## src/rtl/core/sdc_pkg.sv

```systemverilog
// Shared types, codes and helpers of the SD card SPI host controller.
package sdc_pkg;

    localparam int BLOCK_BYTES    = 512;
    localparam int COUNT_BITS_DEF = 16;
    localparam int CSD_BYTES      = 16;
    localparam int CFG_INDEX_W    = 3;
    localparam int CFG_DATA_W     = 11;

    // Item kinds.
    localparam logic [2:0] KIND_BYTE = 3'd0;
    localparam logic [2:0] KIND_INIT = 3'd1;
    localparam logic [2:0] KIND_READ = 3'd2;
    localparam logic [2:0] KIND_CAP  = 3'd3;
    localparam logic [2:0] KIND_SYNC = 3'd4;
    localparam logic [2:0] KIND_TICK = 3'd5;

    // Request status codes.
    localparam logic [1:0] STAT_OK        = 2'd0;
    localparam logic [1:0] STAT_ERROR     = 2'd1;
    localparam logic [1:0] STAT_NOT_READY = 2'd2;
    localparam logic [1:0] STAT_PARAM     = 2'd3;

    // Configuration register indexes.
    localparam logic [CFG_INDEX_W-1:0] REG_CMD0_ATTEMPTS  = 3'd0;
    localparam logic [CFG_INDEX_W-1:0] REG_RESPONSE_POLLS = 3'd1;
    localparam logic [CFG_INDEX_W-1:0] REG_READY_TIMEOUT  = 3'd2;
    localparam logic [CFG_INDEX_W-1:0] REG_TOKEN_TIMEOUT  = 3'd3;
    localparam logic [CFG_INDEX_W-1:0] REG_INIT_TIMEOUT   = 3'd4;
    localparam logic [CFG_INDEX_W-1:0] REG_CMD0_GAP       = 3'd5;
    localparam logic [CFG_INDEX_W-1:0] REG_START_DUMMY    = 3'd6;

    // Bus bytes and command framing.
    localparam logic [7:0]  BYTE_IDLE    = 8'hFF;
    localparam logic [7:0]  TOKEN_START  = 8'hFE;
    localparam logic [7:0]  CMD_PREFIX   = 8'h40;
    localparam logic [7:0]  CRC_CMD0     = 8'h95;
    localparam logic [7:0]  CRC_CMD8     = 8'h87;
    localparam logic [7:0]  CRC_NONE     = 8'h01;
    localparam logic [31:0] IF_COND_ARG  = 32'h0000_01AA;
    localparam logic [31:0] HCS_ARG      = 32'h4000_0000;

    // Command indexes.
    localparam logic [5:0] CMD_GO_IDLE    = 6'd0;
    localparam logic [5:0] CMD_SEND_OP    = 6'd1;
    localparam logic [5:0] CMD_IF_COND    = 6'd8;
    localparam logic [5:0] CMD_SEND_CSD   = 6'd9;
    localparam logic [5:0] CMD_STOP       = 6'd12;
    localparam logic [5:0] CMD_BLOCKLEN   = 6'd16;
    localparam logic [5:0] CMD_READ_ONE   = 6'd17;
    localparam logic [5:0] CMD_READ_MULTI = 6'd18;
    localparam logic [5:0] CMD_APP_OP     = 6'd41;
    localparam logic [5:0] CMD_APP        = 6'd55;
    localparam logic [5:0] CMD_READ_OCR   = 6'd58;

    // Card type codes.
    localparam logic [3:0] TYPE_NONE     = 4'h0;
    localparam logic [3:0] TYPE_MMC      = 4'h1;
    localparam logic [3:0] TYPE_SD1      = 4'h2;
    localparam logic [3:0] TYPE_SD2      = 4'h4;
    localparam logic [3:0] TYPE_SD2_BLK  = 4'hC;

    typedef enum logic [4:0] {
        PH_IDLE, PH_DUMMY, PH_CMD0, PH_GAP, PH_CMD8, PH_R7, PH_HCS, PH_OCRCMD,
        PH_OCR, PH_PROBE, PH_LEGACY, PH_BLKLEN, PH_RDCMD, PH_CSDCMD, PH_TOKEN,
        PH_DATA, PH_TAIL, PH_STOP, PH_SYSEL, PH_SYWAIT, PH_END
    } phase_t;

    typedef enum logic [2:0] {
        ST_NONE, ST_DESEL, ST_SEL, ST_READY, ST_FAIL, ST_SEND, ST_SKIP, ST_POLL
    } step_t;

    typedef struct packed {
        logic [4:0]  cmd0_attempts;
        logic [3:0]  response_polls;
        logic [10:0] ready_timeout_ms;
        logic [10:0] token_timeout_ms;
        logic [10:0] init_timeout_ms;
        logic [7:0]  cmd0_gap_ms;
        logic [7:0]  start_dummy_bytes;
    } cfg_t;

    typedef struct packed {
        logic [2:0]  kind;
        logic [7:0]  rx_byte;
        logic        drive;
        logic [31:0] sector;
        logic [15:0] block_count;
    } item_t;

    typedef struct packed {
        logic [7:0]  tx_byte;
        logic        tx_valid;
        logic        chip_select;
        logic [7:0]  data_byte;
        logic        data_valid;
        logic        last_data;
        logic        done_res;
        logic [1:0]  status;
        logic [3:0]  card_type;
        logic [31:0] sector_count;
    } result_t;

    typedef logic [CSD_BYTES-1:0][7:0] csd_t;

    // Card capacity in sectors from the CSD register, for both layouts.
    function automatic logic [31:0] csd_capacity(csd_t c);
        logic [21:0] sz2;
        logic [12:0] sz1;
        logic [4:0]  n;
        logic [31:0] wide;
        if (c[0][7:6] == 2'b01) begin
            sz2  = {c[7][5:0], c[8], c[9]};
            wide = 32'(sz2) + 32'd1;
            return wide << 10;
        end
        sz1 = 13'({c[6][1:0], c[7], c[8][7:6]}) + 13'd1;
        n   = 5'(c[5][3:0]) + 5'(c[10][7]) + 5'({c[9][1:0], 1'b0}) + 5'd2;
        if (n >= 5'd9) begin
            return 32'(sz1) << (n - 5'd9);
        end
        return 32'(sz1) >> (5'd9 - n);
    endfunction

endpackage

```

## src/rtl/core/sdc_if.sv

```systemverilog
// Valid/ready channel interfaces for request items and result items.
interface sdc_in_if;
    logic        valid;
    logic        ready;
    logic [2:0]  kind;
    logic [7:0]  rx_byte;
    logic        drive;
    logic [31:0] sector;
    logic [15:0] block_count;

    modport source (output valid, kind, rx_byte, drive, sector, block_count, input ready);
    modport sink (input valid, kind, rx_byte, drive, sector, block_count, output ready);
endinterface

interface sdc_out_if;
    logic        valid;
    logic        ready;
    logic [7:0]  tx_byte;
    logic        tx_valid;
    logic        chip_select;
    logic [7:0]  data_byte;
    logic        data_valid;
    logic        last_data;
    logic        done_res;
    logic [1:0]  status;
    logic [3:0]  card_type;
    logic [31:0] sector_count;

    modport source (output valid, tx_byte, tx_valid, chip_select, data_byte, data_valid,
                    last_data, done_res, status, card_type, sector_count, input ready);
    modport sink (input valid, tx_byte, tx_valid, chip_select, data_byte, data_valid,
                  last_data, done_res, status, card_type, sector_count, output ready);
endinterface

```

## src/rtl/core/sdc_engine.sv

```systemverilog
// Protocol state machine: one item in, the next bus action and request result out.
module sdc_engine #(
    parameter int COUNT_BITS = sdc_pkg::COUNT_BITS_DEF
) (
    input  logic             clk,
    input  logic             rst_n,
    input  logic             step_en,
    input  sdc_pkg::item_t   item,
    input  sdc_pkg::cfg_t    cfg,
    output sdc_pkg::result_t result
);
    import sdc_pkg::*;

    phase_t                phase_reg, phase_next;
    step_t                 step_reg, step_next;
    logic [3:0]            card_kind_reg, card_kind_next;
    logic                  not_ready_reg, not_ready_next;
    logic [9:0]            byte_index_reg, byte_index_next;
    logic [5:0]            command_code_reg, command_code_next;
    logic [31:0]           command_argument_reg, command_argument_next;
    logic                  app_pending_reg, app_pending_next;
    logic [3:0]            polls_left_reg, polls_left_next;
    logic [10:0]           deadline_reg, deadline_next;
    logic [10:0]           init_deadline_reg, init_deadline_next;
    logic [4:0]            attempts_left_reg, attempts_left_next;
    logic [COUNT_BITS-1:0] blocks_left_reg, blocks_left_next;
    logic [31:0]           ocr_shift_reg, ocr_shift_next;
    logic [3:0]            trial_type_reg, trial_type_next;
    logic [2:0]            request_reg, request_next;
    logic [1:0]            end_status_reg, end_status_next;
    logic                  cs_reg, cs_next;
    csd_t                  csd_reg;

    logic                  csd_we;
    logic [3:0]            csd_idx;
    logic [7:0]            csd_wdata;

    logic                  emit_en;
    logic [7:0]            emit_byte;
    logic                  out_dv;
    logic [7:0]            out_data;
    logic                  out_last;
    logic                  out_done;
    logic [1:0]            out_status;
    logic                  out_count;

    // Bytes of a command frame; a pending application prefix sends CMD55 first.
    function automatic logic [7:0] cmd_byte(logic app, logic [5:0] code, logic [31:0] arg,
                                            logic [9:0] i);
        logic [5:0]  c;
        logic [31:0] a;
        c = app ? CMD_APP : code;
        a = app ? 32'd0 : arg;
        case (i)
            10'd0:   return CMD_PREFIX | {2'b00, c};
            10'd1:   return a[31:24];
            10'd2:   return a[23:16];
            10'd3:   return a[15:8];
            10'd4:   return a[7:0];
            default: return (c == CMD_GO_IDLE) ? CRC_CMD0 :
                            (c == CMD_IF_COND) ? CRC_CMD8 : CRC_NONE;
        endcase
    endfunction

    // Next-state logic.
    always_comb
    begin
        logic                  a_resp, a_gap_end, a_block_end, blk_ok, a_fin_init;
        logic                  a_finish, a_token, a_cmd, cmd_app, emit_cs;
        logic [7:0]            resp_val;
        logic [1:0]            fin_status;
        logic [5:0]            cmd_code;
        logic [31:0]           cmd_arg, addr;
        logic [COUNT_BITS-1:0] cnt;
        logic [9:0]            len;

        phase_next            = phase_reg;
        step_next             = step_reg;
        card_kind_next        = card_kind_reg;
        not_ready_next        = not_ready_reg;
        byte_index_next       = byte_index_reg;
        command_code_next     = command_code_reg;
        command_argument_next = command_argument_reg;
        app_pending_next      = app_pending_reg;
        polls_left_next       = polls_left_reg;
        deadline_next         = deadline_reg;
        init_deadline_next    = init_deadline_reg;
        attempts_left_next    = attempts_left_reg;
        blocks_left_next      = blocks_left_reg;
        ocr_shift_next        = ocr_shift_reg;
        trial_type_next       = trial_type_reg;
        request_next          = request_reg;
        end_status_next       = end_status_reg;
        cs_next               = cs_reg;

        csd_we = 1'b0; csd_idx = byte_index_reg[3:0]; csd_wdata = item.rx_byte;
        emit_en = 1'b0; emit_cs = 1'b1; emit_byte = BYTE_IDLE;
        out_dv = 1'b0; out_data = 8'd0; out_last = 1'b0;
        out_done = 1'b0; out_status = STAT_OK; out_count = 1'b0;
        a_resp = 1'b0; resp_val = 8'd0; a_gap_end = 1'b0; a_block_end = 1'b0;
        blk_ok = 1'b0; a_fin_init = 1'b0; a_finish = 1'b0; fin_status = STAT_OK;
        a_token = 1'b0; a_cmd = 1'b0; cmd_code = CMD_GO_IDLE; cmd_arg = 32'd0;
        cmd_app = 1'b0;
        cnt  = COUNT_BITS'(item.block_count);
        addr = item.sector;
        len  = (request_reg == KIND_CAP) ? 10'(CSD_BYTES) : 10'(BLOCK_BYTES);

        if (item.kind == KIND_BYTE) begin
            if (phase_reg != PH_IDLE && phase_reg != PH_GAP) begin
                if (step_reg != ST_NONE) begin
                    case (step_reg)
                        ST_DESEL:
                        begin
                            step_next = ST_SEL;
                            emit_en = 1'b1; emit_cs = 1'b0;
                        end
                        ST_SEL:
                        begin
                            step_next = ST_READY;
                            deadline_next = cfg.ready_timeout_ms;
                            emit_en = 1'b1; emit_cs = 1'b0;
                        end
                        ST_READY:
                        begin
                            if (item.rx_byte == BYTE_IDLE) begin
                                step_next = ST_SEND;
                                byte_index_next = 10'd0;
                                emit_en = 1'b1; emit_cs = 1'b0;
                                emit_byte = cmd_byte(app_pending_reg, command_code_reg,
                                                     command_argument_reg, 10'd0);
                            end else if (deadline_reg == 11'd0) begin
                                step_next = ST_FAIL;
                                emit_en = 1'b1; emit_cs = 1'b1;
                            end else begin
                                emit_en = 1'b1; emit_cs = 1'b0;
                            end
                        end
                        ST_FAIL:
                        begin
                            a_resp = 1'b1; resp_val = BYTE_IDLE;
                        end
                        ST_SEND:
                        begin
                            byte_index_next = byte_index_reg + 10'd1;
                            if (byte_index_next < 10'd6) begin
                                emit_en = 1'b1; emit_cs = 1'b0;
                                emit_byte = cmd_byte(app_pending_reg, command_code_reg,
                                                     command_argument_reg, byte_index_next);
                            end else if (!app_pending_reg && command_code_reg == CMD_STOP) begin
                                // The byte right after CMD12 is a stuff byte.
                                step_next = ST_SKIP;
                                emit_en = 1'b1; emit_cs = 1'b0;
                            end else begin
                                step_next = ST_POLL;
                                polls_left_next = (cfg.response_polls != 4'd0) ?
                                                  cfg.response_polls : 4'd1;
                                emit_en = 1'b1; emit_cs = 1'b0;
                            end
                        end
                        ST_SKIP:
                        begin
                            step_next = ST_POLL;
                            polls_left_next = (cfg.response_polls != 4'd0) ?
                                              cfg.response_polls : 4'd1;
                            emit_en = 1'b1; emit_cs = 1'b0;
                        end
                        default:
                        begin
                            if (!item.rx_byte[7] || polls_left_reg <= 4'd1) begin
                                a_resp = 1'b1; resp_val = item.rx_byte;
                            end else begin
                                polls_left_next = polls_left_reg - 4'd1;
                                emit_en = 1'b1; emit_cs = 1'b0;
                            end
                        end
                    endcase
                end else begin
                    case (phase_reg)
                        PH_DUMMY:
                        begin
                            if (byte_index_reg > 10'd0) begin
                                byte_index_next = byte_index_reg - 10'd1;
                            end
                            if (byte_index_next > 10'd0) begin
                                emit_en = 1'b1; emit_cs = 1'b1;
                            end else begin
                                phase_next = PH_CMD0;
                                a_cmd = 1'b1; cmd_code = CMD_GO_IDLE;
                            end
                        end
                        PH_R7, PH_OCR:
                        begin
                            ocr_shift_next = {ocr_shift_reg[23:0], item.rx_byte};
                            byte_index_next = byte_index_reg + 10'd1;
                            if (byte_index_next < 10'd4) begin
                                emit_en = 1'b1; emit_cs = 1'b0;
                            end else if (phase_reg == PH_OCR) begin
                                trial_type_next = ocr_shift_next[30] ? TYPE_SD2_BLK : TYPE_SD2;
                                a_fin_init = 1'b1;
                            end else if (ocr_shift_next[15:0] == IF_COND_ARG[15:0]) begin
                                init_deadline_next = cfg.init_timeout_ms;
                                phase_next = PH_HCS;
                                a_cmd = 1'b1; cmd_code = CMD_APP_OP; cmd_arg = HCS_ARG;
                                cmd_app = 1'b1;
                            end else begin
                                trial_type_next = TYPE_NONE;
                                a_fin_init = 1'b1;
                            end
                        end
                        PH_TOKEN:
                        begin
                            if (item.rx_byte == BYTE_IDLE && deadline_reg != 11'd0) begin
                                emit_en = 1'b1; emit_cs = 1'b0;
                            end else if (item.rx_byte != TOKEN_START) begin
                                a_block_end = 1'b1; blk_ok = 1'b0;
                            end else begin
                                phase_next = PH_DATA;
                                byte_index_next = 10'd0;
                                emit_en = 1'b1; emit_cs = 1'b0;
                            end
                        end
                        PH_DATA:
                        begin
                            if (request_reg == KIND_CAP) begin
                                csd_we = 1'b1;
                            end else begin
                                out_data = item.rx_byte;
                                out_dv = 1'b1;
                                out_last = (byte_index_reg == len - 10'd1);
                            end
                            byte_index_next = byte_index_reg + 10'd1;
                            if (byte_index_next >= len) begin
                                phase_next = PH_TAIL;
                                byte_index_next = 10'd0;
                            end
                            emit_en = 1'b1; emit_cs = 1'b0;
                        end
                        PH_TAIL:
                        begin
                            byte_index_next = byte_index_reg + 10'd1;
                            if (byte_index_next < 10'd2) begin
                                emit_en = 1'b1; emit_cs = 1'b0;
                            end else begin
                                a_block_end = 1'b1; blk_ok = 1'b1;
                            end
                        end
                        PH_SYSEL:
                        begin
                            phase_next = PH_SYWAIT;
                            deadline_next = cfg.ready_timeout_ms;
                            emit_en = 1'b1; emit_cs = 1'b0;
                        end
                        PH_SYWAIT:
                        begin
                            if (item.rx_byte == BYTE_IDLE) begin
                                a_finish = 1'b1; fin_status = STAT_OK;
                            end else if (deadline_reg == 11'd0) begin
                                a_finish = 1'b1; fin_status = STAT_ERROR;
                            end else begin
                                emit_en = 1'b1; emit_cs = 1'b0;
                            end
                        end
                        PH_END:
                        begin
                            out_done = 1'b1;
                            out_status = end_status_reg;
                            out_count = (request_reg == KIND_CAP) && (end_status_reg == STAT_OK);
                            phase_next = PH_IDLE;
                        end
                        default:
                        begin
                            phase_next = PH_IDLE;
                        end
                    endcase
                end
            end
        end else if (item.kind == KIND_TICK) begin
            if (deadline_reg > 11'd0) begin
                deadline_next = deadline_reg - 11'd1;
            end
            if (init_deadline_reg > 11'd0) begin
                init_deadline_next = init_deadline_reg - 11'd1;
            end
            if (phase_reg == PH_GAP && deadline_next == 11'd0) begin
                a_gap_end = 1'b1;
            end
        end else if (item.kind <= KIND_SYNC && phase_reg == PH_IDLE) begin
            if (item.drive || (item.kind == KIND_READ && cnt == '0)) begin
                out_done = 1'b1; out_status = STAT_PARAM;
            end else begin
                request_next = item.kind;
                if (item.kind == KIND_INIT) begin
                    trial_type_next = TYPE_NONE;
                    attempts_left_next = (cfg.cmd0_attempts != 5'd0) ? cfg.cmd0_attempts : 5'd1;
                    cs_next = 1'b1;
                    byte_index_next = 10'(cfg.start_dummy_bytes);
                    if (cfg.start_dummy_bytes != 8'd0) begin
                        phase_next = PH_DUMMY;
                        emit_en = 1'b1; emit_cs = 1'b1;
                    end else begin
                        phase_next = PH_CMD0;
                        a_cmd = 1'b1; cmd_code = CMD_GO_IDLE;
                    end
                end else if (not_ready_reg) begin
                    out_done = 1'b1; out_status = STAT_NOT_READY;
                end else if (item.kind == KIND_READ) begin
                    if (!card_kind_reg[3]) begin
                        addr = {item.sector[22:0], 9'd0};
                    end
                    blocks_left_next = cnt;
                    phase_next = PH_RDCMD;
                    a_cmd = 1'b1; cmd_arg = addr;
                    cmd_code = (cnt == COUNT_BITS'(1)) ? CMD_READ_ONE : CMD_READ_MULTI;
                end else if (item.kind == KIND_CAP) begin
                    phase_next = PH_CSDCMD;
                    a_cmd = 1'b1; cmd_code = CMD_SEND_CSD;
                end else begin
                    phase_next = PH_SYSEL;
                    emit_en = 1'b1; emit_cs = 1'b0;
                end
            end
        end

        // A command finished: an application prefix that was accepted sends the
        // real command, anything else goes to the phase that issued it.
        if (a_resp) begin
            step_next = ST_NONE;
            if (app_pending_reg && resp_val <= 8'd1) begin
                app_pending_next = 1'b0;
                step_next = ST_DESEL;
                emit_en = 1'b1; emit_cs = 1'b1;
                a_resp = 1'b0;
            end else begin
                app_pending_next = 1'b0;
            end
        end
        if (a_resp) begin
            case (phase_reg)
                PH_CMD0:
                begin
                    if (resp_val == 8'd1) begin
                        phase_next = PH_CMD8;
                        a_cmd = 1'b1; cmd_code = CMD_IF_COND; cmd_arg = IF_COND_ARG;
                    end else begin
                        if (attempts_left_reg > 5'd0) begin
                            attempts_left_next = attempts_left_reg - 5'd1;
                        end
                        phase_next = PH_GAP;
                        deadline_next = 11'(cfg.cmd0_gap_ms);
                        if (cfg.cmd0_gap_ms == 8'd0) begin
                            a_gap_end = 1'b1;
                        end
                    end
                end
                PH_CMD8:
                begin
                    if (resp_val == 8'd1) begin
                        phase_next = PH_R7;
                        byte_index_next = 10'd0;
                        ocr_shift_next = 32'd0;
                        emit_en = 1'b1; emit_cs = 1'b0;
                    end else begin
                        phase_next = PH_PROBE;
                        a_cmd = 1'b1; cmd_code = CMD_APP_OP; cmd_app = 1'b1;
                    end
                end
                PH_HCS:
                begin
                    if (resp_val == 8'd0 || init_deadline_reg == 11'd0) begin
                        phase_next = PH_OCRCMD;
                        a_cmd = 1'b1; cmd_code = CMD_READ_OCR;
                    end else begin
                        a_cmd = 1'b1; cmd_code = CMD_APP_OP; cmd_arg = HCS_ARG;
                        cmd_app = 1'b1;
                    end
                end
                PH_OCRCMD:
                begin
                    if (resp_val == 8'd0) begin
                        phase_next = PH_OCR;
                        byte_index_next = 10'd0;
                        ocr_shift_next = 32'd0;
                        emit_en = 1'b1; emit_cs = 1'b0;
                    end else begin
                        a_fin_init = 1'b1;
                    end
                end
                PH_PROBE:
                begin
                    trial_type_next = (resp_val <= 8'd1) ? TYPE_SD1 : TYPE_MMC;
                    init_deadline_next = cfg.init_timeout_ms;
                    phase_next = PH_LEGACY;
                    a_cmd = 1'b1;
                    cmd_code = (trial_type_next == TYPE_SD1) ? CMD_APP_OP : CMD_SEND_OP;
                    cmd_app = (trial_type_next == TYPE_SD1);
                end
                PH_LEGACY:
                begin
                    if (resp_val == 8'd0 || init_deadline_reg == 11'd0) begin
                        if (trial_type_reg == TYPE_SD1) begin
                            phase_next = PH_BLKLEN;
                            a_cmd = 1'b1; cmd_code = CMD_BLOCKLEN;
                            cmd_arg = 32'(BLOCK_BYTES);
                        end else begin
                            a_fin_init = 1'b1;
                        end
                    end else begin
                        a_cmd = 1'b1;
                        cmd_code = (trial_type_reg == TYPE_SD1) ? CMD_APP_OP : CMD_SEND_OP;
                        cmd_app = (trial_type_reg == TYPE_SD1);
                    end
                end
                PH_BLKLEN:
                begin
                    if (resp_val != 8'd0) begin
                        trial_type_next = TYPE_NONE;
                    end
                    a_fin_init = 1'b1;
                end
                PH_RDCMD, PH_CSDCMD:
                begin
                    if (resp_val != 8'd0) begin
                        a_finish = 1'b1; fin_status = STAT_ERROR;
                    end else begin
                        a_token = 1'b1;
                    end
                end
                PH_STOP:
                begin
                    a_finish = 1'b1;
                    fin_status = (blocks_left_reg != '0) ? STAT_ERROR : STAT_OK;
                end
                default:
                begin
                    phase_next = PH_IDLE;
                end
            endcase
        end

        if (a_gap_end) begin
            if (attempts_left_next == 5'd0) begin
                not_ready_next = 1'b1;
                out_done = 1'b1; out_status = STAT_NOT_READY;
                phase_next = PH_IDLE;
            end else begin
                phase_next = PH_CMD0;
                a_cmd = 1'b1; cmd_code = CMD_GO_IDLE; cmd_arg = 32'd0; cmd_app = 1'b0;
            end
        end

        if (a_block_end) begin
            if (request_reg == KIND_CAP) begin
                a_finish = 1'b1; fin_status = blk_ok ? STAT_OK : STAT_ERROR;
            end else begin
                if (blk_ok) begin
                    blocks_left_next = blocks_left_reg - COUNT_BITS'(1);
                end
                if (blk_ok && blocks_left_next != '0) begin
                    a_token = 1'b1;
                end else if (command_code_reg == CMD_READ_MULTI) begin
                    phase_next = PH_STOP;
                    a_cmd = 1'b1; cmd_code = CMD_STOP;
                end else begin
                    a_finish = 1'b1; fin_status = blk_ok ? STAT_OK : STAT_ERROR;
                end
            end
        end

        if (a_fin_init) begin
            card_kind_next = trial_type_next;
            not_ready_next = (trial_type_next == TYPE_NONE);
            a_finish = 1'b1;
            fin_status = not_ready_next ? STAT_NOT_READY : STAT_OK;
        end

        if (a_cmd) begin
            command_code_next = cmd_code;
            command_argument_next = cmd_arg;
            app_pending_next = cmd_app;
            step_next = ST_DESEL;
            emit_en = 1'b1; emit_cs = 1'b1; emit_byte = BYTE_IDLE;
        end
        if (a_finish) begin
            end_status_next = fin_status;
            phase_next = PH_END;
            emit_en = 1'b1; emit_cs = 1'b1; emit_byte = BYTE_IDLE;
        end
        if (a_token) begin
            phase_next = PH_TOKEN;
            deadline_next = cfg.token_timeout_ms;
            emit_en = 1'b1; emit_cs = 1'b0; emit_byte = BYTE_IDLE;
        end
        if (emit_en) begin
            cs_next = emit_cs;
        end
    end

    // Result assembly.
    always_comb
    begin
        result.tx_byte      = emit_en ? emit_byte : 8'd0;
        result.tx_valid     = emit_en;
        result.chip_select  = cs_next;
        result.data_byte    = out_data;
        result.data_valid   = out_dv;
        result.last_data    = out_last;
        result.done_res     = out_done;
        result.status       = out_status;
        result.card_type    = card_kind_next;
        result.sector_count = out_count ? csd_capacity(csd_reg) : 32'd0;
    end

    always_ff @(posedge clk or negedge rst_n)
    begin
        if (!rst_n) begin
            phase_reg            <= PH_IDLE;
            step_reg             <= ST_NONE;
            card_kind_reg        <= TYPE_NONE;
            not_ready_reg        <= 1'b1;
            byte_index_reg       <= 10'd0;
            command_code_reg     <= CMD_GO_IDLE;
            command_argument_reg <= 32'd0;
            app_pending_reg      <= 1'b0;
            polls_left_reg       <= 4'd0;
            deadline_reg         <= 11'd0;
            init_deadline_reg    <= 11'd0;
            attempts_left_reg    <= 5'd0;
            blocks_left_reg      <= '0;
            ocr_shift_reg        <= 32'd0;
            trial_type_reg       <= TYPE_NONE;
            request_reg          <= 3'd0;
            end_status_reg       <= STAT_OK;
            cs_reg               <= 1'b1;
        end else if (step_en) begin
            phase_reg            <= phase_next;
            step_reg             <= step_next;
            card_kind_reg        <= card_kind_next;
            not_ready_reg        <= not_ready_next;
            byte_index_reg       <= byte_index_next;
            command_code_reg     <= command_code_next;
            command_argument_reg <= command_argument_next;
            app_pending_reg      <= app_pending_next;
            polls_left_reg       <= polls_left_next;
            deadline_reg         <= deadline_next;
            init_deadline_reg    <= init_deadline_next;
            attempts_left_reg    <= attempts_left_next;
            blocks_left_reg      <= blocks_left_next;
            ocr_shift_reg        <= ocr_shift_next;
            trial_type_reg       <= trial_type_next;
            request_reg          <= request_next;
            end_status_reg       <= end_status_next;
            cs_reg               <= cs_next;
        end
    end

    // CSD bytes are written in order before the capacity is computed.
    always_ff @(posedge clk)
    begin
        if (step_en && csd_we) begin
            csd_reg[csd_idx] <= csd_wdata;
        end
    end

endmodule

```

## src/rtl/core/sd_card_spi_host_controller_unit.sv

```systemverilog
// Top level of the SD card SPI-mode host controller.
//
// The req channel carries one item per transfer: a finished SPI byte exchange
// (with the byte the card returned), a request (initialize, read blocks,
// capacity query, sync) or a one-millisecond tick. Every accepted item yields
// exactly one result transfer on the rsp channel: the next byte to exchange
// with its start flag, the chip-select level, any block payload byte, and the
// completion flag with status, card type and sector count of a request.
// The item is captured in an input register and its result is computed by the
// state machine step into the result register, which offers it on rsp. One item
// per cycle is sustained while rsp is ready. When rsp is stalled, the result
// register holds its transfer and the input register holds the next item; req
// drops ready only while both are full. Reset deselects the card, marks it not
// initialized and loads the default timing settings; the user must write them on
// the cfg port only while the block is idle, which the block itself leaves
// unchecked.
module sd_card_spi_host_controller_unit #(
    parameter int COUNT_BITS = sdc_pkg::COUNT_BITS_DEF
) (
    input  logic                               clk,
    input  logic                               rst_n,
    input  logic                               cfg_we,
    input  logic [sdc_pkg::CFG_INDEX_W-1:0]    cfg_index,
    input  logic [sdc_pkg::CFG_DATA_W-1:0]     cfg_data,
    sdc_in_if.sink                             req,
    sdc_out_if.source                          rsp
);
    import sdc_pkg::*;

    cfg_t    cfg_reg;
    logic    in_valid_reg;
    item_t   in_item_reg;
    logic    out_valid_reg;
    result_t out_res_reg;
    result_t step_res;
    logic    advance;

    // The input stage moves on whenever the result register is free or drains.
    assign advance   = in_valid_reg && (!out_valid_reg || rsp.ready);
    assign req.ready = !in_valid_reg || advance;

    always_ff @(posedge clk or negedge rst_n)
    begin
        if (!rst_n) begin
            cfg_reg.cmd0_attempts     <= 5'd20;
            cfg_reg.response_polls    <= 4'd10;
            cfg_reg.ready_timeout_ms  <= 11'd500;
            cfg_reg.token_timeout_ms  <= 11'd200;
            cfg_reg.init_timeout_ms   <= 11'd1000;
            cfg_reg.cmd0_gap_ms       <= 8'd10;
            cfg_reg.start_dummy_bytes <= 8'd20;
        end else if (cfg_we) begin
            case (cfg_index)
                REG_CMD0_ATTEMPTS:  cfg_reg.cmd0_attempts     <= cfg_data[4:0];
                REG_RESPONSE_POLLS: cfg_reg.response_polls    <= cfg_data[3:0];
                REG_READY_TIMEOUT:  cfg_reg.ready_timeout_ms  <= cfg_data;
                REG_TOKEN_TIMEOUT:  cfg_reg.token_timeout_ms  <= cfg_data;
                REG_INIT_TIMEOUT:   cfg_reg.init_timeout_ms   <= cfg_data;
                REG_CMD0_GAP:       cfg_reg.cmd0_gap_ms       <= cfg_data[7:0];
                REG_START_DUMMY:    cfg_reg.start_dummy_bytes <= cfg_data[7:0];
                default:            cfg_reg <= cfg_reg;
            endcase
        end
    end

    // Input register.
    always_ff @(posedge clk or negedge rst_n)
    begin
        if (!rst_n) begin
            in_valid_reg <= 1'b0;
        end else if (req.ready) begin
            in_valid_reg <= req.valid;
        end
    end

    always_ff @(posedge clk)
    begin
        if (req.valid && req.ready) begin
            in_item_reg.kind        <= req.kind;
            in_item_reg.rx_byte     <= req.rx_byte;
            in_item_reg.drive       <= req.drive;
            in_item_reg.sector      <= req.sector;
            in_item_reg.block_count <= req.block_count;
        end
    end

    sdc_engine #(
        .COUNT_BITS (COUNT_BITS)
    ) u_engine (
        .clk     (clk),
        .rst_n   (rst_n),
        .step_en (advance),
        .item    (in_item_reg),
        .cfg     (cfg_reg),
        .result  (step_res)
    );

    // Result register.
    always_ff @(posedge clk or negedge rst_n)
    begin
        if (!rst_n) begin
            out_valid_reg <= 1'b0;
        end else if (advance) begin
            out_valid_reg <= 1'b1;
        end else if (rsp.ready) begin
            out_valid_reg <= 1'b0;
        end
    end

    always_ff @(posedge clk)
    begin
        if (advance) begin
            out_res_reg <= step_res;
        end
    end

    assign rsp.valid        = out_valid_reg;
    assign rsp.tx_byte      = out_res_reg.tx_byte;
    assign rsp.tx_valid     = out_res_reg.tx_valid;
    assign rsp.chip_select  = out_res_reg.chip_select;
    assign rsp.data_byte    = out_res_reg.data_byte;
    assign rsp.data_valid   = out_res_reg.data_valid;
    assign rsp.last_data    = out_res_reg.last_data;
    assign rsp.done_res     = out_res_reg.done_res;
    assign rsp.status       = out_res_reg.status;
    assign rsp.card_type    = out_res_reg.card_type;
    assign rsp.sector_count = out_res_reg.sector_count;

    // A new item never lands on a held one.
    a_no_overwrite: assert property (@(posedge clk) disable iff (!rst_n)
        (req.valid && req.ready && in_valid_reg) |-> advance)
        else $error("input register overwritten");

    // A stalled result is never replaced.
    a_hold_result: assert property (@(posedge clk) disable iff (!rst_n)
        (out_valid_reg && !rsp.ready) |-> !advance)
        else $error("stalled result overwritten");

    // Every processed item leaves a result behind.
    a_result_follows: assert property (@(posedge clk) disable iff (!rst_n)
        advance |=> out_valid_reg)
        else $error("result lost");

    // A payload byte always comes with the next exchange and never ends a request.
    a_payload_exchange: assert property (@(posedge clk) disable iff (!rst_n)
        (advance && step_res.data_valid) |-> (step_res.tx_valid && !step_res.done_res))
        else $error("payload byte without follow-up exchange");

endmodule
```

## src/flat_wrapper.sv

```systemverilog
// flat-port wrapper written by rule: the top's interface ports become plain ports
module sd_card_spi_host_controller_unit_flat import sdc_pkg::*;
#(
    parameter int COUNT_BITS = sdc_pkg::COUNT_BITS_DEF
)
  (clk, rst_n, cfg_we, cfg_index, cfg_data, req_valid, req_kind, req_rx_byte, req_drive, req_sector, req_block_count, req_ready, rsp_valid, rsp_tx_byte, rsp_tx_valid, rsp_chip_select, rsp_data_byte, rsp_data_valid, rsp_last_data, rsp_done_res, rsp_status, rsp_card_type, rsp_sector_count, rsp_ready);
  sdc_in_if req_i ();
  sdc_out_if rsp_i ();
  input  logic clk;
  input  logic rst_n;
  input  logic cfg_we;
  input  logic [sdc_pkg::CFG_INDEX_W-1:0] cfg_index;
  input  logic [sdc_pkg::CFG_DATA_W-1:0] cfg_data;
  input wire logic [$bits(req_i.valid)-1:0] req_valid;
  input wire logic [$bits(req_i.kind)-1:0] req_kind;
  input wire logic [$bits(req_i.rx_byte)-1:0] req_rx_byte;
  input wire logic [$bits(req_i.drive)-1:0] req_drive;
  input wire logic [$bits(req_i.sector)-1:0] req_sector;
  input wire logic [$bits(req_i.block_count)-1:0] req_block_count;
  output wire logic [$bits(req_i.ready)-1:0] req_ready;
  output wire logic [$bits(rsp_i.valid)-1:0] rsp_valid;
  output wire logic [$bits(rsp_i.tx_byte)-1:0] rsp_tx_byte;
  output wire logic [$bits(rsp_i.tx_valid)-1:0] rsp_tx_valid;
  output wire logic [$bits(rsp_i.chip_select)-1:0] rsp_chip_select;
  output wire logic [$bits(rsp_i.data_byte)-1:0] rsp_data_byte;
  output wire logic [$bits(rsp_i.data_valid)-1:0] rsp_data_valid;
  output wire logic [$bits(rsp_i.last_data)-1:0] rsp_last_data;
  output wire logic [$bits(rsp_i.done_res)-1:0] rsp_done_res;
  output wire logic [$bits(rsp_i.status)-1:0] rsp_status;
  output wire logic [$bits(rsp_i.card_type)-1:0] rsp_card_type;
  output wire logic [$bits(rsp_i.sector_count)-1:0] rsp_sector_count;
  input wire logic [$bits(rsp_i.ready)-1:0] rsp_ready;
  assign req_i.valid = req_valid;
  assign req_i.kind = req_kind;
  assign req_i.rx_byte = req_rx_byte;
  assign req_i.drive = req_drive;
  assign req_i.sector = req_sector;
  assign req_i.block_count = req_block_count;
  assign req_ready = req_i.ready;
  assign rsp_valid = rsp_i.valid;
  assign rsp_tx_byte = rsp_i.tx_byte;
  assign rsp_tx_valid = rsp_i.tx_valid;
  assign rsp_chip_select = rsp_i.chip_select;
  assign rsp_data_byte = rsp_i.data_byte;
  assign rsp_data_valid = rsp_i.data_valid;
  assign rsp_last_data = rsp_i.last_data;
  assign rsp_done_res = rsp_i.done_res;
  assign rsp_status = rsp_i.status;
  assign rsp_card_type = rsp_i.card_type;
  assign rsp_sector_count = rsp_i.sector_count;
  assign rsp_i.ready = rsp_ready;
  sd_card_spi_host_controller_unit #(.COUNT_BITS(COUNT_BITS)) u_core (.clk(clk), .rst_n(rst_n), .cfg_we(cfg_we), .cfg_index(cfg_index), .cfg_data(cfg_data), .req(req_i), .rsp(rsp_i));
endmodule
```

## config.mk

```make
export PLATFORM = sky130hd
export DESIGN_NAME = sd_card_spi_host_controller_unit_flat
export DESIGN_NICKNAME = d
export VERILOG_FILES = /design/src/rtl/core/sdc_pkg.sv /design/src/rtl/core/sdc_if.sv /design/src/rtl/core/sdc_engine.sv /design/src/rtl/core/sd_card_spi_host_controller_unit.sv /design/src/flat_wrapper.sv
export SDC_FILE = /design/constraint.sdc
export NUM_CORES = 1
export LEC_CHECK = 0
export ABC_AREA = 1
export BUFFER_PORTS_ARGS = -buffer_cell sky130_fd_sc_hd__buf_2
export CAP_MARGIN = 20
export CORE_MARGIN = 3
export CORE_UTILIZATION = 52
export DETAILED_ROUTE_END_ITERATION = 16
export HOLD_SLACK_MARGIN = 0.12
export PLACE_DENSITY_LB_ADDON = 0.08
export SYNTH_ARGS = -nofsm -noshare
export SYNTH_HDL_FRONTEND = slang
export SYNTH_HIERARCHICAL = 1
export SYNTH_SLANG_ARGS = --single-unit
```

## constraint.sdc

```tcl
create_clock -name clk -period 7.3 [get_ports clk]
set_input_delay 1.095 -clock clk [delete_from_list [all_inputs] [get_ports clk]]
set_output_delay 1.095 -clock clk [all_outputs]
set_load 0.02 [all_outputs]
```

======== After elaboration in Yosys (flattened, before gate mapping) ========
Cells that the tools add are included.
word-level totals
  output and inout port bits .............. 61
  bits in read-only memories .............. 0
  bits in latches ......................... 0
  memories kept ........................... 0
  register bits ........................... 458
  RAM bits ................................ 0
  word-level logic and storage cells ...... 669
cells by class
  div/mod/pow operators ................... 0
  multiply operators ...................... 0
  bitwise gates (word level) .............. 6
  $lt $le $gt $ge ......................... 15
  add/subtract/negate cells ............... 15
  multiplexer cells ....................... 435
  equality and inequality tests ........... 59
  reductions and logical operators ........ 79
  shift operators ......................... 2
operators by type and width
  cell                count
  $mux 32             27
  $mux 11             24
  $mux 5              46
  $mux 10             20
  $mux 16             12
  $mux 31             6
  $mux 1              181
  $bwmux 128          1
  $mux 6              21
  $mux 8              15
  $pmux 32 s3         1
  $mux 4              21
  $pmux 32 s2         1
  $mux 2              23
  $eq 5x4->1 const B  8
  $pmux 10 s2         2
  $pmux 10 s4         1
  $pmux 8 s5          1
  $pmux 5 s7          1
  $logic_not 11->1    3
  $demux 8 s4         1
  $pmux 8 s2          2
  $reduce_bool 16->1  2
  $shl 13x5->32       1
  other kinds (92)    190

======== Depth between registers and ports, before layout ========
  word-level depth ........................ 26
  gate-level depth with buffers ........... 26
  mapped depth without buffers ............ 26

======== Modules after synthesis ========
The synthesis kept the hierarchy.
by module, submodules not included
  module                            area an instance (sq um)  cells an instance  instances
  sdc_engine                        16071.7                   2591               1
  sd_card_spi_host_controller_unit  6014.5                    396                1

======== Worst setup path after synthesis ========
No wires, ideal clock.
  kind .................................... input-to-reg
  from .................................... in rsp_ready
  to ...................................... reg u_core/u_engine/csd_reg[64] (netlist bit) (enable)
  required time ........................... 6.930 ns
  buffers on the path ..................... 0
  cell stages on the path ................. 8
  setup time .............................. 0.370 ns
  slack ................................... 1.244 ns
  arrival ................................. 5.686 ns
  path through ............................ inv_1 a21oi_1 inv_1 nor2_1 inv_1 nor4_1 nand2_1 nor2_1
on the way
  word-level cells in the longest chain between the ends .. 3
RTL lines
  item                           line                                    source
  start, declared                flat_wrapper.sv:32                      input wire logic [$bits(rsp_i.ready)-1:0] rsp_ready;
  $logic_or 1x1->1               sd_card_spi_host_controller_unit.sv:39  assign advance = in_valid_reg && (!out_valid_reg || rsp.ready);
  $logic_and 1x1->1              sd_card_spi_host_controller_unit.sv:39
  net u_core.advance             sd_card_spi_host_controller_unit.sv:36  logic advance;
  $logic_and 1x1->1              sdc_engine.sv:559                       if (step_en && csd_we) begin
  end signal, assigned by index  sdc_engine.sv:560                       csd_reg[csd_idx] <= csd_wdata;
  end, declared                  sdc_engine.sv:32                        csd_t csd_reg;
The timed path passes the listed nets, and every way through them passes these cells.
A chain may end at the register's enable or synchronous reset.

======== Worst setup path after layout ========
  from .................................... reg u_core/in_item_reg[57] (netlist bit)
  to ...................................... reg u_core.u_engine.command_argument_reg[22]
on the way
  word-level cells in the longest chain between the ends .. 20
  elaborated cells between the ends (all ways) .. 84
  those cells by class .................... 2 x order compare; 5 x eq/ne; 66 x mux; 11 x reduce/logical
RTL lines
  item                               line                                    source
  start, declared                    sd_card_spi_host_controller_unit.sv:32  item_t in_item_reg;
  $eq 3x2->1                         sdc_engine.sv:314                       end else if (item.kind == KIND_CAP) begin
  $mux 1                             sdc_engine.sv:314
  $mux 1                             sdc_engine.sv:306                       end else if (item.kind == KIND_READ) begin
  $mux 1                             sdc_engine.sv:304                       end else if (not_ready_reg) begin
  $mux 1                             sdc_engine.sv:292                       if (item.kind == KIND_INIT) begin
  $mux 1                             sdc_engine.sv:288                       if (item.drive || (item.kind == KIND_READ && cnt == '0)) begin
  $mux 1                             sdc_engine.sv:287                       end else if (item.kind <= KIND_SYNC && phase_reg == PH_IDLE) begin
  $mux 1                             sdc_engine.sv:277                       end else if (item.kind == KIND_TICK) begin
  [... 4 more ...]                   --
  $mux 1                             sdc_engine.sv:337                       if (a_resp) begin
  $mux 1                             sdc_engine.sv:441                       if (attempts_left_next == 5'd0) begin
  $mux 1                             sdc_engine.sv:440                       if (a_gap_end) begin
  $mux 1                             sdc_engine.sv:460                       end else if (command_code_reg == CMD_READ_MULTI) begin
  $mux 1                             sdc_engine.sv:458                       if (blk_ok && blocks_left_next != '0) begin
  $mux 1                             sdc_engine.sv:452                       if (request_reg == KIND_CAP) begin
  $mux 1                             sdc_engine.sv:451                       if (a_block_end) begin
  $reduce_and 2->1 (no source line)  --
  end signal, assigned               sdc_engine.sv:541                       command_argument_reg <= command_argument_next;
  end, declared                      sdc_engine.sv:20                        logic [31:0] command_argument_reg, command_argument_next;
Parallel ways exist; a longest one is shown, timed or not. The select of a mux whose other input is x is not followed.

==> impl_metrics.py <==
metrics = {
    "outcome": {
        "status": "finished, final reports clean",
    },
    "finish": {
        "diodes": 0,
        "area.growth.synth_to_final_pct": 10.38,
        "nFillCells": 3810,
        "largest_reg_flops": 60,
        "multi_input_area_sq_um": 10920,
        "final_cell_mix": "793 x nand2_1, 316 x inv_1, 287 x o21ai_0, 268 x nor2_1, 174 x nand3_1",
        "drive_gt1_frac": 0.1091,
        "final_common_cell": "nand2_1",
        "regArea_sq_um": 9325,
        "fin_nets": 3172,
    },
    "placed_design": {
        "hpwlAfterDp_microns": 56150,
        "dp_worst_setup_slack_ns": 2.705,
        "port_buffers": 139,
        "gp_congestion": 1.054,
    },
    "sta": {
        "post-route-min-period_ns": 4.715,
        "holdWs_ns": 0.4640,
        "finClkSkew_ns": 0.02841,
        "fmax_mhz": 212.1,
        "setup_slack_ns": 2.585,
        "hold_violations": 0,
        "setup_viol": 0,
        "worstMarginPinSlew_ns": 1.138,
        "drv_slew": 0,
        "period_share": 0.6458,
        "fin_setup_tns_ns": 0,
        "rsz0062_at_grt": "false",
        "relSlewSlack": 0.2345,
    },
    "logic_synthesis": {
        "synth_edf_count": 152,
        "synthXorXnorAreaFrac": 0.01382,
        "synth_cell_types": 68,
        "synth_fa_ha_area_frac": 0.01450,
        "syn-num-nets": 3091,
        "netlist_area_sq_um": 22090,
        "synthArstFlopShare": 0.5543,
        "ys.warnings.count": 6,
        "synth_compound_area_frac": 0.1697,
        "ys_ff_latch": 341,
        "syn_avg_cell_area_sq_um": 7.394,
        "synth_top_family_by_area": "simple AND/OR/NAND/NOR gates",
        "synthMuxAreaShare": 0.005495,
        "synth_flop_cell": "dfrtp_1",
        "yosys.area_share.simple": 0.2902,
        "ys_seq_area_frac": 0.4222,
        "synthCells": 2987,
    },
    "die": {
        "rows": 74,
        "start_util": 0.5336,
        "fp.dieH_microns": 212.1,
        "die_width_microns": 212.1,
        "ios": 140,
        "die-area_sq_um": 44980,
        "core_area_sq_um": 41390,
    },
    "routing": {
        "drt_iter0_drc": 2628,
        "vias": 22050,
        "drtAntennaViolNets": 0,
        "drt_pass1_iterations": 6,
        "viasPerCell": 6.072,
        "drt_wl_total_microns": 75550,
        "drc": 0,
        "wl_per_cell_microns": 20.81,
    },
    "critical_path": {
        "crit_arrival_ns": 5.20,
        "cp.required_ns": 7.78,
        "r2r_start": "u_core/in_item_reg[57]",
        "cpPeakStageDelay_ns": 0.59,
        "slowest_stage": "nor2_4",
        "cp_cell_sequence": "or2_1 > nor2_4 > buf_4 > nand2_2 > nor2_4 > inv_1 > nor2_1 > nand2_1 > inv_2 > nand3_4 > nand2_4 > nand2_4 > inv_1 > nand2_1 > o21ai_0",
        "worstPathMaxFanout": 67,
        "startpoint": "u_core/in_item_reg[57]",
        "start_kind": "register",
        "end_kind": "register",
        "crit_type": "register to register",
    },
    "grt": {
        "antenna_found_initial": 0,
        "grt_pass1_wl_microns": 116000,
        "globalRouteOverflowTotal": 0,
        "grt_pass1_vias": 20430,
        "grt_max_degree": 87,
        "track_usage": 0.3283,
    },
    "clock_network": {
        "cts_sinks": 341,
        "cts-root-buf": "clkbuf_16",
        "path_clk_slew_ns": 0.06,
        "cts_tree": "done",
        "post_cts.repair.setup_buffers": 0,
        "cts_resized": 0,
        "holdBufCountCts": 0,
        "worstSkewPairLatency_ns": 0.57,
        "clock_path_buffers": 3,
        "cts_made_buffers": 39,
        "cts_max_level": 2,
    },
    "min_path": {
        "worstHoldStart": "u_core/cfg_reg[40]",
        "hold_path.class": "register to register",
    },
    "pwr": {
        "p_leak_nw": 10.95,
        "ir_worst_vdd_v": 0.0002536,
        "power.density_nw_per_um2": 301.2,
        "totalPowerFinal_w": 0.007343,
    },
    "job": {
        "drv_cap": 0,
    },
}
where the power goes:
part	switching (W)	total (W)	internal, W
clock	0.000823	0.00202	0.00119
combinational	0.00190	0.00269	0.000797
sequential	0.000321	0.00263	0.00231
total	0.00304	0.00734	0.00430
worst paths after layout:
path	endpoint	slack (ns)	depth (start not counted)
max reg2reg	u_core/u_engine/command_argument_reg[22]	2.59	15
min in group asynchronous	u_core/u_engine/polls_left_reg[2]	0.57	1
max	u_core/u_engine/command_argument_reg[22]	2.59	15
max in group asynchronous	u_core/u_engine/init_deadline_reg[3]	5.28	2
min	u_core/cfg_reg[40]	0.46	2
min reg2reg	u_core/cfg_reg[40]	0.46	2
Yosys cell counts, drive strengths merged (7+ instances only):
library cell,number,area [sq um]
o22ai,25,156.4
o31ai,26,205.2
nor3,66,340.3
nor2,295,1251
o211ai,37,282.8
nand4,61,381.6
ha,24,300.3
o221ai,14,122.6
a21oi,137,704.4
nand3,182,973.4
a221oi,7,61.31
o21ai,316,1589
clkinv,9,33.78
edfxtp,152,4564
a22oi,8,60.06
a31oi,33,206.5
xor2,29,261.5
nand2,810,3108
nor4,31,193.9
or2,14,87.58
inv,334,1254
dfstp,25,656.9
a211oi,8,60.06
o2111ai,14,122.6
dfrtp,164,4104
mux2i,11,110.1
buf,48,306.5
clkbuf,70,264.0
metrics by stage:
stage	area, sq um	std cells	utilization
after floorplan	22090	2987	-
final	24380	3631	0.5890
after global placement	23040	3558	0.5567
after CTS	24360	3630	0.5887
after detailed placement	23040	3558	0.5567
after global routing	24380	3631	0.5890
kinds of logic (layout without fill, tap and decap cells):
| kind of cell | Yosys count | after routing |
|---|---|---|
| multiplexers | 12 | 12 |
| buffers and inverters | 461 | 573 |
| flip-flops | 341 | 341 |
| XOR/XNOR | 34 | 34 |
| AND/OR/NAND/NOR | 1469 | 1469 |
| adder cells (fa/ha/maj) | 25 | 25 |
| AO/OA/AOI/OAI | 645 | 645 |
metal layers:
metal  routed length, microns  vias to the layer above  share of wire  GRT usage
li1                         -                    10300              -          -
met1                    31330                    10470           0.41     0.4503
met2                    34950                     1104           0.46     0.5277
met3                     6327                      165          0.084    0.05061
met4                     2949                        0          0.039     0.1266
met5                        0                        -              0          0
final cells by class:
class,instances,share of cell area
clock inverter,17,0.009803
sequential,341,0.3825
clock buffer,55,0.04455
multi-input combinational,2185,0.4480
tap,532,0.02730
timing repair buffer,158,0.03505
inverter,343,0.05281
critical path, delay by kind of cell (launching register included):
family / cells / cell delay (ns)
buffers and inverters: 4 / 1.45
AO/OA/AOI/OAI: 1 / 0.23
flip-flops: 1 / 0.46
AND/OR/NAND/NOR: 10 / 2.44
Power figures use the tool's default switching activity.
